## src/rtl/ihg_pkg.sv

```systemverilog
// Shared types, constants and helper functions of the IPv4 header generator.
`timescale 1ns / 1ps

package ihg_pkg;

   localparam int unsigned HDR_WORDS     = 5;
   localparam int unsigned INDEX_W       = 3;
   localparam logic [INDEX_W-1:0] LAST_INDEX = INDEX_W'(HDR_WORDS - 1);

   localparam logic [7:0]  VER_IHL       = 8'h45;
   localparam logic [7:0]  TTL_VALUE     = 8'd64;
   localparam logic [15:0] HDR_BYTES     = 16'd20;
   localparam logic [15:0] PAYLOAD_LIMIT = 16'd65515;

   localparam int unsigned REQ_DATA_W    = 120;
   localparam int unsigned RSP_DATA_W    = 56;

   typedef enum logic [1:0] {
      ERR_NONE      = 2'd0,
      ERR_TOO_LONG  = 2'd1,
      ERR_TOO_SMALL = 2'd2
   } err_type;

   // Fields that ride unchanged down the pipeline.
   typedef struct packed {
      logic [7:0]  protocol;
      logic [31:0] source_address;
      logic [31:0] destination_address;
      logic [15:0] identification;
   } fields_type;

   typedef struct packed {
      fields_type  fields;
      logic [16:0] total;
      logic [15:0] room;
      logic        too_long;
      logic [16:0] part_a;
      logic [16:0] part_b;
      logic [16:0] part_c;
   } stage1_type;

   typedef struct packed {
      fields_type  fields;
      logic [15:0] total;
      err_type     err;
      logic [18:0] sum;
   } stage2_type;

   typedef struct packed {
      fields_type  fields;
      logic [15:0] total;
      err_type     err;
      logic [16:0] fold;
   } stage3_type;

   // Moves the first octet (bits 7:0) to the top of the word, as sent on the wire.
   function automatic logic [31:0] wire_order(input logic [31:0] a);
      return {a[7:0], a[15:8], a[23:16], a[31:24]};
   endfunction

endpackage

```

## src/rtl/ihg_pipe.sv

```systemverilog
// Three-stage pipeline that checks lengths and computes the header sum up to its first carry fold.
`timescale 1ns / 1ps

module ihg_pipe
   import ihg_pkg::*;
(
   input  logic                  clock,
   input  logic                  reset,
   input  logic                  in_valid,
   output logic                  in_ready,
   input  logic [REQ_DATA_W-1:0] in_data,
   output logic                  out_valid,
   input  logic                  out_ready,
   output stage3_type            out_item
);

   logic       s1_valid_ff, s2_valid_ff, s3_valid_ff;
   stage1_type s1_ff, s1_in;
   stage2_type s2_ff, s2_in;
   stage3_type s3_ff, s3_in;
   logic       s1_ready, s2_ready, s3_ready;
   fields_type in_fields;
   logic [15:0] in_plen, in_room;

   assign s3_ready = !s3_valid_ff || out_ready;
   assign s2_ready = !s2_valid_ff || s3_ready;
   assign s1_ready = !s1_valid_ff || s2_ready;
   assign in_ready = s1_ready;

   assign in_fields.protocol            = in_data[7:0];
   assign in_fields.source_address      = in_data[39:8];
   assign in_fields.destination_address = in_data[71:40];
   assign in_fields.identification      = in_data[87:72];
   assign in_plen                       = in_data[103:88];
   assign in_room                       = in_data[119:104];

   // Stage 1: total length, payload check and partial sums of the header halves.
   // The address halves are taken in wire order, first octet as the high byte.
   always_comb begin
      s1_in.fields   = in_fields;
      s1_in.total    = {1'b0, in_plen} + {1'b0, HDR_BYTES};
      s1_in.room     = in_room;
      s1_in.too_long = in_plen > PAYLOAD_LIMIT;
      s1_in.part_a   = 17'({VER_IHL, 8'h00}) + 17'(in_fields.identification)
                     + 17'({TTL_VALUE, in_fields.protocol});
      s1_in.part_b   = 17'({in_fields.source_address[7:0],
                            in_fields.source_address[15:8]})
                     + 17'({in_fields.source_address[23:16],
                            in_fields.source_address[31:24]});
      s1_in.part_c   = 17'({in_fields.destination_address[7:0],
                            in_fields.destination_address[15:8]})
                     + 17'({in_fields.destination_address[23:16],
                            in_fields.destination_address[31:24]});
   end

   // Stage 2: buffer check and the full sum.
   always_comb begin
      s2_in.fields = s1_ff.fields;
      s2_in.total  = s1_ff.total[15:0];
      if (s1_ff.too_long) begin
         s2_in.err = ERR_TOO_LONG;
      end else if ({1'b0, s1_ff.room} < s1_ff.total) begin
         s2_in.err = ERR_TOO_SMALL;
      end else begin
         s2_in.err = ERR_NONE;
      end
      s2_in.sum = 19'(s1_ff.total[15:0]) + 19'(s1_ff.part_a)
                + 19'(s1_ff.part_b) + 19'(s1_ff.part_c);
   end

   // Stage 3: first carry fold.
   always_comb begin
      s3_in.fields = s2_ff.fields;
      s3_in.total  = s2_ff.total;
      s3_in.err    = s2_ff.err;
      s3_in.fold   = 17'(s2_ff.sum[15:0]) + 17'(s2_ff.sum[18:16]);
   end

   always_ff @(posedge clock) begin
      if (reset) begin
         s1_valid_ff <= 1'b0;
         s2_valid_ff <= 1'b0;
         s3_valid_ff <= 1'b0;
      end else begin
         if (s1_ready) begin
            s1_valid_ff <= in_valid;
         end
         if (s2_ready) begin
            s2_valid_ff <= s1_valid_ff;
         end
         if (s3_ready) begin
            s3_valid_ff <= s2_valid_ff;
         end
      end
   end

   always_ff @(posedge clock) begin
      if (s1_ready && in_valid) begin
         s1_ff <= s1_in;
      end
      if (s2_ready && s1_valid_ff) begin
         s2_ff <= s2_in;
      end
      if (s3_ready && s2_valid_ff) begin
         s3_ff <= s3_in;
      end
   end

   assign out_valid = s3_valid_ff;
   assign out_item  = s3_ff;

endmodule

```

## src/rtl/ipv4_header_generator.sv

```systemverilog
// Top level of the IPv4 header generator: checksum pipeline and word serializer.
`timescale 1ns / 1ps
//
// Each request word describes one datagram: protocol, source and destination
// addresses, identification, payload length and the room left in the buffer.
// For a valid datagram the block sends the 20-byte IPv4 header as five response
// words, word_index 0 to 4, with rsp_tlast on the fifth. When the payload is too
// long or the buffer too small, a single response word with a zero header, the
// error code and rsp_tlast is sent instead.
// A request passes the pipeline stages and the output register on its way to
// the first response word. Throughput is set by the 32-bit response port: a
// valid datagram holds it for five words, an error for one. Three pipeline
// stages (length checks and partial sums, full sum, first carry fold) plus the
// output register can hold four requests at once, so req_tready stays high
// while earlier ones are in work. When the receiver drops rsp_tready, the output
// word holds and the pipeline fills; req_tready falls only once every stage is
// occupied. Reset clears all valid bits; nothing is in flight afterwards.

module ipv4_header_generator
   import ihg_pkg::*;
(
   input  logic                  clock,
   input  logic                  reset,
   input  logic                  req_tvalid,
   output logic                  req_tready,
   // [7:0] protocol, [39:8] source_address, [71:40] destination_address,
   // [87:72] identification, [103:88] payload_length, [119:104] buffer_room
   input  logic [REQ_DATA_W-1:0] req_tdata,
   output logic                  rsp_tvalid,
   input  logic                  rsp_tready,
   // [31:0] header_word, [34:32] word_index, [50:35] total_length,
   // [52:51] error_code, [55:53] zero
   output logic [RSP_DATA_W-1:0] rsp_tdata,
   output logic                  rsp_tlast
);

   logic        pipe_valid;
   logic        pipe_ready;
   stage3_type  pipe_item;

   logic              rsp_valid_ff;
   logic [31:0]       words_ff [HDR_WORDS];
   logic [31:0]       words_in [HDR_WORDS];
   logic [INDEX_W-1:0] index_ff;
   logic [15:0]       total_ff;
   err_type           err_ff;
   logic [15:0]       fold2;
   logic [15:0]       checksum;
   logic              rsp_fire;
   logic              load;

   ihg_pipe u_pipe (
      .clock     (clock),
      .reset     (reset),
      .in_valid  (req_tvalid),
      .in_ready  (req_tready),
      .in_data   (req_tdata),
      .out_valid (pipe_valid),
      .out_ready (pipe_ready),
      .out_item  (pipe_item)
   );

   assign rsp_fire   = rsp_valid_ff && rsp_tready;
   assign rsp_tlast  = (err_ff != ERR_NONE) || (index_ff == LAST_INDEX);
   // The next datagram loads as the final word of the current one leaves.
   assign pipe_ready = !rsp_valid_ff || (rsp_tready && rsp_tlast);
   assign load       = pipe_valid && pipe_ready;

   // Second carry fold and complement give the checksum field.
   assign fold2    = pipe_item.fold[15:0] + 16'(pipe_item.fold[16]);
   assign checksum = ~fold2;

   always_comb begin
      if (load) begin
         if (pipe_item.err != ERR_NONE) begin
            for (int i = 0; i < HDR_WORDS; i++) begin
               words_in[i] = '0;
            end
         end else begin
            words_in[0] = {VER_IHL, 8'h00, pipe_item.total};
            words_in[1] = {pipe_item.fields.identification, 16'h0000};
            words_in[2] = {TTL_VALUE, pipe_item.fields.protocol, checksum};
            words_in[3] = wire_order(pipe_item.fields.source_address);
            words_in[4] = wire_order(pipe_item.fields.destination_address);
         end
      end else begin
         // Shift toward the head so the next word sits at the port.
         for (int i = 0; i < HDR_WORDS - 1; i++) begin
            words_in[i] = words_ff[i+1];
         end
         words_in[HDR_WORDS-1] = words_ff[HDR_WORDS-1];
      end
   end

   always_ff @(posedge clock) begin
      if (reset) begin
         rsp_valid_ff <= 1'b0;
      end else if (load) begin
         rsp_valid_ff <= 1'b1;
      end else if (rsp_fire && rsp_tlast) begin
         rsp_valid_ff <= 1'b0;
      end
   end

   always_ff @(posedge clock) begin
      if (load || (rsp_fire && !rsp_tlast)) begin
         words_ff <= words_in;
      end
      if (load) begin
         index_ff <= '0;
         err_ff   <= pipe_item.err;
         total_ff <= (pipe_item.err == ERR_NONE) ? pipe_item.total : 16'h0000;
      end else if (rsp_fire && !rsp_tlast) begin
         index_ff <= index_ff + INDEX_W'(1);
      end
   end

   assign rsp_tvalid = rsp_valid_ff;
   assign rsp_tdata  = {3'b000, err_ff, total_ff, index_ff, words_ff[0]};

   // An error response is always a single, final word.
   a_err_is_last: assert property (@(posedge clock) disable iff (reset)
      rsp_tvalid && (rsp_tdata[52:51] != ERR_NONE) |-> rsp_tlast)
      else $error("error response without tlast");

   // Error responses carry an all-zero header and length.
   a_err_zero: assert property (@(posedge clock) disable iff (reset)
      rsp_tvalid && (rsp_tdata[52:51] != ERR_NONE) |->
      (rsp_tdata[50:0] == '0))
      else $error("error response with nonzero payload");

   // Inside a header the index steps by one and the length stays.
   a_index_step: assert property (@(posedge clock) disable iff (reset)
      rsp_tvalid && rsp_tready && !rsp_tlast |=>
      rsp_tvalid && (rsp_tdata[34:32] == $past(rsp_tdata[34:32]) + 3'd1) &&
      (rsp_tdata[50:35] == $past(rsp_tdata[50:35])))
      else $error("header word index or length broke sequence");

   // A good header always ends at word four.
   a_last_index: assert property (@(posedge clock) disable iff (reset)
      rsp_tvalid && rsp_tlast && (rsp_tdata[52:51] == ERR_NONE) |->
      (rsp_tdata[34:32] == LAST_INDEX))
      else $error("header ended before word four");

endmodule
```

## config.mk

```make
export PLATFORM = sky130hd
export DESIGN_NAME = ipv4_header_generator
export DESIGN_NICKNAME = d
export VERILOG_FILES = /design/src/rtl/ihg_pkg.sv /design/src/rtl/ihg_pipe.sv /design/src/rtl/ipv4_header_generator.sv
export SDC_FILE = /design/constraint.sdc
export NUM_CORES = 1
export LEC_CHECK = 0
export BUFFER_PORTS_ARGS = -buffer_cell sky130_fd_sc_hd__buf_2
export CAP_MARGIN = 0
export CORE_AREA = 5 5 310 251
export DETAILED_ROUTE_END_ITERATION = 7
export DIE_AREA = 0 0 315 256
export GPL_TIMING_DRIVEN = 0
export SYNTH_ARGS = -nofsm -noshare
export SYNTH_HDL_FRONTEND = slang
export SYNTH_SLANG_ARGS = --single-unit
```

## constraint.sdc

```tcl
create_clock -name clock -period 12 [get_ports clock]
set_input_delay 1.2 -clock clock [delete_from_list [all_inputs] [get_ports clock]]
set_output_delay 1.2 -clock clock [all_outputs]
set_load 0.05 [all_outputs]
```

; Word-level counts from Yosys, hierarchy flattened
; Cells that the tools add are included.
[classes]
addsub = 11
multipliers = 0
div = 0
n_lt_le_gt_ge = 2
n_eq_ne = 1
shifts = 0
mux = 5
bitwise_logic = 1
reduce_logical = 24
[ops]
columns = op, n
row1 = 160-bit two-way mux, 1
row2 = 159-bit two-way mux, 1
row3 = 19-bit by 17-bit adder with 19-bit output, 2
row4 = 16-bit by 16-bit adder with 17-bit output, 2
row5 = 16-bit by 17-bit adder with 18-bit output, 1
row6 = 15-bit by 16-bit adder with 17-bit output (first input constant), 1
row7 = 16-bit by 3-bit adder with 17-bit output, 1
row8 = 16-bit by 5-bit adder with 17-bit output (second input constant), 1
row9 = 17-bit by 15-bit adder with 17-bit output, 1
row10 = 16-bit by 17-bit less-than comparator with 1-bit output, 1
row11 = 16-bit by 1-bit adder with 16-bit output, 1
row12 = 16-bit greater-than comparator (second input constant), 1
row13 = 16-bit inverter, 1
row14 = 1-bit logical AND, 8
row15 = 1-bit logical OR, 6
row16 = 2-bit nonzero test, 3
row17 = 1-bit logical NOT, 5
row18 = 3-bit by 1-bit adder with 3-bit output (second input constant), 1
row19 = 3-bit == test (second input constant), 1
row20 = 2-bit logical NOT, 1
row21 = 1-bit two-way mux, 2
row22 = 2-bit two-way mux, 1
row23 = 2-bit AND reduction, 1
[word_totals]
regBits = 606
latch_bits = 0
ram_bits = 0
mem_bits_ro = 0
input_bits = 124
output_inout_bits = 59
word_cells = 80
mem_count = 0

; Depth between registers and ports, before layout
[depth]
depth_word = 8
mapped_depth = 18
mapped_depth_nobuf = 18

; Cells and area by module
; A second synthesis with hierarchy kept.
[unflattened]
cells_unflattened = 1703
area_unflattened_um2 = 25562.0
[modules_own_cells]
columns = module, instances, cells_each, area_per_inst_um2, seq_area_each_um2
row1 = ihg_pipe, 1, 1083, 17500.5, 12702.2
row2 = ipv4_header_generator, 1, 620, 8061.5, 5425.2

; Least setup slack after synthesis
; No wires, ideal clock.
[synth_path]
path_kind = register -> register
start = register index_ff[0]
end = register words_ff, in the netlist rsp_tdata[0] (enable)
setup_ns = 0.792
arrival_ns = 10.547
t_required_ns = 11.208
path_slack_ns = 0.661
stages_incl_launch_ff = 5
n_path_buf = 0
period_less_slack_ns = 11.339
cell_sequence = dfxtp_1 inv_1 ha_1 a211o_1 o21ai_0
[synth_between]
elab_chain_len = 6
word_cells_on_any_way = 8
classes_between = eq/ne (1) / reduce/logical (7)
[synth_lines]
columns = element, line_no
row1 = "start, declared", ipv4_header_generator.sv:44  ; logic [INDEX_W-1:0] index_ff;
row2 = "start signal, assigned", ipv4_header_generator.sv:114  ; index_ff <= index_ff + INDEX_W'(1);
row3 = 3-bit == test (*), ipv4_header_generator.sv:64  ; assign rsp_tlast = (err_ff != ERR_NONE) || (index_ff == LAST_INDEX);
row4 = 1-bit logical OR (*), ipv4_header_generator.sv:64
row5 = named net rsp_tlast, ipv4_header_generator.sv:34  ; output logic rsp_tlast
row6 = 1-bit logical AND, ipv4_header_generator.sv:66  ; assign pipe_ready = !rsp_valid_ff || (rsp_tready && rsp_tlast);
row7 = 1-bit logical OR, ipv4_header_generator.sv:66
row8 = 1-bit logical AND, ipv4_header_generator.sv:67  ; assign load = pipe_valid && pipe_ready;
row9 = 1-bit logical OR (*), ipv4_header_generator.sv:106  ; if (load || (rsp_fire && !rsp_tlast)) begin
row10 = "end signal, assigned", ipv4_header_generator.sv:107  ; words_ff <= words_in;
row11 = "end, declared", ipv4_header_generator.sv:42  ; logic [31:0] words_ff [HDR_WORDS];
; The timed path passes the listed nets; every way through them passes the cells marked *.
; A chain may end at the register's enable or synchronous reset.

==> key figures <==
STA
  • Unrepaired setup endpoints after global routing: false
  • Worst slew pin tran: between 0.9 and 1 ns
  • Final Critical Period: around 4.7 ns
  • Relative slew slack: between 30 and 40%
  • Hold Vio Cnt, Final: 0
  • Fmax: approximately 0.21 GHz
  • Clk_skew: around 0.021 ns
  • WHS: 0.413 ns
  • # setup viols final: 0
  • Period utilization: between 30 and 40%
  • Final slew viol count: 0

Outcome
  • Status: finished clean

Synth
  • Synthesis Warnings: 0
  • Mux cell area share after synthesis: roughly 1.1%
  • Synth Cell Area: between 20,000 and 30,000 µm²
  • Synth Area in Adders: under 10%
  • Syn avg cell area: between 10 and 15 µm²
  • Main combinational cell family by area after synthesis: simple AND/OR/NAND/NOR gates
  • Sequential share of the synthesized area: between 70% and 80%
  • Compound-gate portion of the synthesized area: 6.35%
  • Post-synth top flop: edfxtp_1
  • Gate Count Post-Synth: 1,740
  • #FFs+latches synth: between 600 and 700
  • Xor/xnor cell area share of the yosys netlist: under 10%
  • Ys async rst share: 0%
  • Post-synth EDFFs: 599
  • Count of different cell masters after synthesis: ~70
  • Post-synthesis simple-gate area fraction: under 10%

Min path
  • Worst Hold Path EP: u_pipe.s2_ff[49]
  • Critical hold path startpoint: u_pipe.s1_ff[97]
  • WHS Path Cells: 0
  • Min-Delay Path Class: register to register

Worst setup path
  • CP cell instances: ha_1 -> inv_1 -> fa_1 -> nor2b_1 -> o31a_1 -> o21ai_2 -> o31ai_2 -> xnor2_1 -> fa_1 -> inv_1 -> ha_1 -> inv_1 -> nor2_1 -> o22ai_1 -> o311ai_1 -> a31oi_1 -> xnor2_1
  • Critical R2R Capture: u_pipe.s2_ff[17]
  • Reg2Reg Depth: 17
  • Crit-path slowest cell: fa_1
  • CP max FO: 6
  • Worst Setup Start Kind: register
  • Critical path arrival: ~5 ns
  • Worst reg2reg startpoint: u_pipe.s1_ff[68]
  • Worst Setup Path Type: register to register
  • Reg2reg setup slack: 7.31 ns
  • Slowest cell delay on critical path: 0.50 ns
  • Setup crit end kind: register
  • Setup crit start: u_pipe.s1_ff[68]
  • Crit-path most repeated cell: inv_1
  • Crit path required time: between 10 and 15 ns

Clock network
  • Post-CTS Setup Bufs: 0
  • Clk Latency, worst-skew pair: 0.61 ns
  • Post-CTS sizing: 0
  • Num CTS Buffers: 60
  • Clk pin slew, worst setup/hold paths: around 0.060 ns
  • CTS sink cnt: slightly above 600
  • CTS HTree Levels: 2
  • CTS tree: yes
  • Max clock buf depth: 3
  • Root buffer cell: clkbuf_16
  • Hold buffer count at CTS: 0

Pwr
  • P per Cell Area: about 180 nW/µm²
  • Sw frac: 26.7%
  • Total power: about 5.5 mW
  • Clock share of power: approximately a third
  • Worst vdd ir: about 0.00011 V
  • Sequential share of power: approximately 48%
  • Int Pwr: roughly 4.0 mW
  • Leak Pwr: around 11 nW
  • Net Sw Power: about 1.5 mW
  • Share of total power in combinational logic: 19.2%

Place
  • Final GP Congestion: between 0.8 and 0.9
  • Detailed placement HPWL: around 44,000 µm
  • Port bufs: around 180
  • DP Area: approximately 28,000 µm²

Route
  • Wire length on met3: slightly below 4000 µm
  • WL/cell: 19.2 µm
  • DRT Pass-1 Iters: 5
  • Routed wl met2: 28,400 µm
  • Detailed-route DRC error count: 0
  • DR vias/cell: approximately 4.7
  • Met1 Wirelength: 25,400 µm
  • WL final: approximately 59,000 µm
  • Post-DRT Antenna Nets: 0
  • Initial drt markers: around 1,300
  • DR top layer: met5
  • Vias: around 14,000

GRT
  • Number of global-route vias before repair: 14,700
  • Total grt overflow: 0
  • Initial antenna violation count: 12
  • Largest net degree at the start of global routing: 67
  • First-pass GRT wire length: 87,700 µm
  • GRT Total Usage: 14.3%

Final layout
  • Fin area: about 30,000 µm²
  • Multi-input logic area: slightly below 7000 µm²
  • Nets: ~2,200
  • Final Util: approximately two fifths
  • Layout cells sized above 1: 17.7%
  • Area Overhead vs Synth: 17.6%
  • Fillers: 6,780
  • Storage element area: 18,100 µm²

Floorplan
  • # IOs: approximately 180
  • Floorplan core area: ~75,000 µm²
  • Die X: 315 µm
  • Row cnt: 90
  • Die Y: roughly 260 µm
  • Initial Util: 34.6%
  • Total die area: slightly above 80,000 µm²

Flow run
  • Max cap viols: 0
## registers in the layout (all words and copies together), names as in the netlist
register / count
index_ff: 3
u_pipe.s1_valid_ff: 1
u_pipe.s2_valid_ff: 1
rsp_tdata: 32
u_pipe.out_valid: 1
err_ff: 2
rsp_tvalid: 1
words_ff: 128
u_pipe.s1_ff: 173
total_ff: 16
u_pipe.out_item: 123
u_pipe.s2_ff: 125
## critical path: cells and delay by family (launching register included)
family,cells,cell delay (ns)
DFF,1,0.48
adders and majority gates,4,1.56
buffers and inverters,3,0.27
AOI/OAI and AO/OA,6,1.46
and+or+nand+nor,2,0.26
xor gates and xnor gates,2,0.42
## cell families after synthesis
family / after synthesis
AO/OA/AOI/OAI: 240
XOR/XNOR: 101
adder cells (fa/ha/maj): 120
buffers and inverters: 181
flip-flops: 606
multiplexers: 20
other: 1
AND/OR/NAND/NOR: 471
## how the worst max path moves through the flow
stage / end / slack (ns) / cells past startpoint
final: u_pipe.s2_ff[17] / 7.31 / 17
after CTS: u_pipe.s2_ff[18] / 7.30 / 18
after global placement: u_pipe.out_item[70] / -4.20 / 3
after floorplan: rsp_tdata[0] / 0.66 / 4
after detailed placement: u_pipe.s2_ff[18] / 7.35 / 18
after global routing: u_pipe.s2_ff[18] / 7.03 / 18
## through the flow
step,setup WS (ns),setup TNS (ns),cells
floorplan,0.661,0,1742
global placement,-4.20,-960.32,2933
detailed placement,7.35,0,2950
CTS,7.30,0,3059
global route,7.03,0,3059
finish,7.31,0,3064
## cells in the final DEF, fill, tap and decap left out, types with 38 or more instances in the layout
| master | count |
|---|---|
| buf_4 | 38 |
| xnor2_1 | 71 |
| nand3_1 | 73 |
| nor2_1 | 57 |
| and2_1 | 88 |
| edfxtp_1 | 599 |
| buf_2 | 189 |
| a21oi_1 | 62 |
| ha_1 | 97 |
| inv_1 | 107 |
| clkbuf_16 | 62 |
| a21o_1 | 40 |
| nand2_1 | 167 |
## synth_stat cells (14+ instances only)
cell      number  share of area [%]
xor2_1        30                1.0
ha_1          97                4.7
nand3_1       73                1.4
nand2_1      167                2.4
buf_4         38                1.1
and2_1        89                2.2
edfxtp_1     599                 70
fa_1          23                1.8
nand2b_1      17               0.41
inv_1        107                1.6
nor2_1        57               0.83
nand4_1       15               0.36
xnor2_1       71                2.4
a21oi_1       62                1.2
and3_1        14               0.34
a21o_1        40                1.2
mux2_4        16               0.93
o21ai_0       38               0.74
## power by group through the flow
stage,Combinational (mW),Sequential [mW],Clock [mW]
after global placement,1.01,2.70,0
after detailed placement,1.04,2.68,0
after global routing,1.18,2.65,1.96
after CTS,1.05,2.63,1.87
final,1.06,2.63,1.82
after floorplan,0.777,2.66,0
## per-layer routing
layer / vias up / track usage (%)
li1: 6887 / -
met2: 396 / 23.8
met4: 10 / 3.59
met5: - / 0
met1: 7074 / 19.2
met3: 87 / 3.12
## final cells by class
type / count / area share (%)
flip-flops and latches: 606 / 59.7
multi-input cells: 955 / 22.6
clock buffers: 75 / 5.27
repair buffers: 196 / 4.25
well taps: 1012 / 4.17
plain buffers: 73 / 1.55
inverters: 108 / 1.34
clock inverters: 34 / 1.04
diodes: 5 / 0.0412
Power figures use the tool's default switching activity.
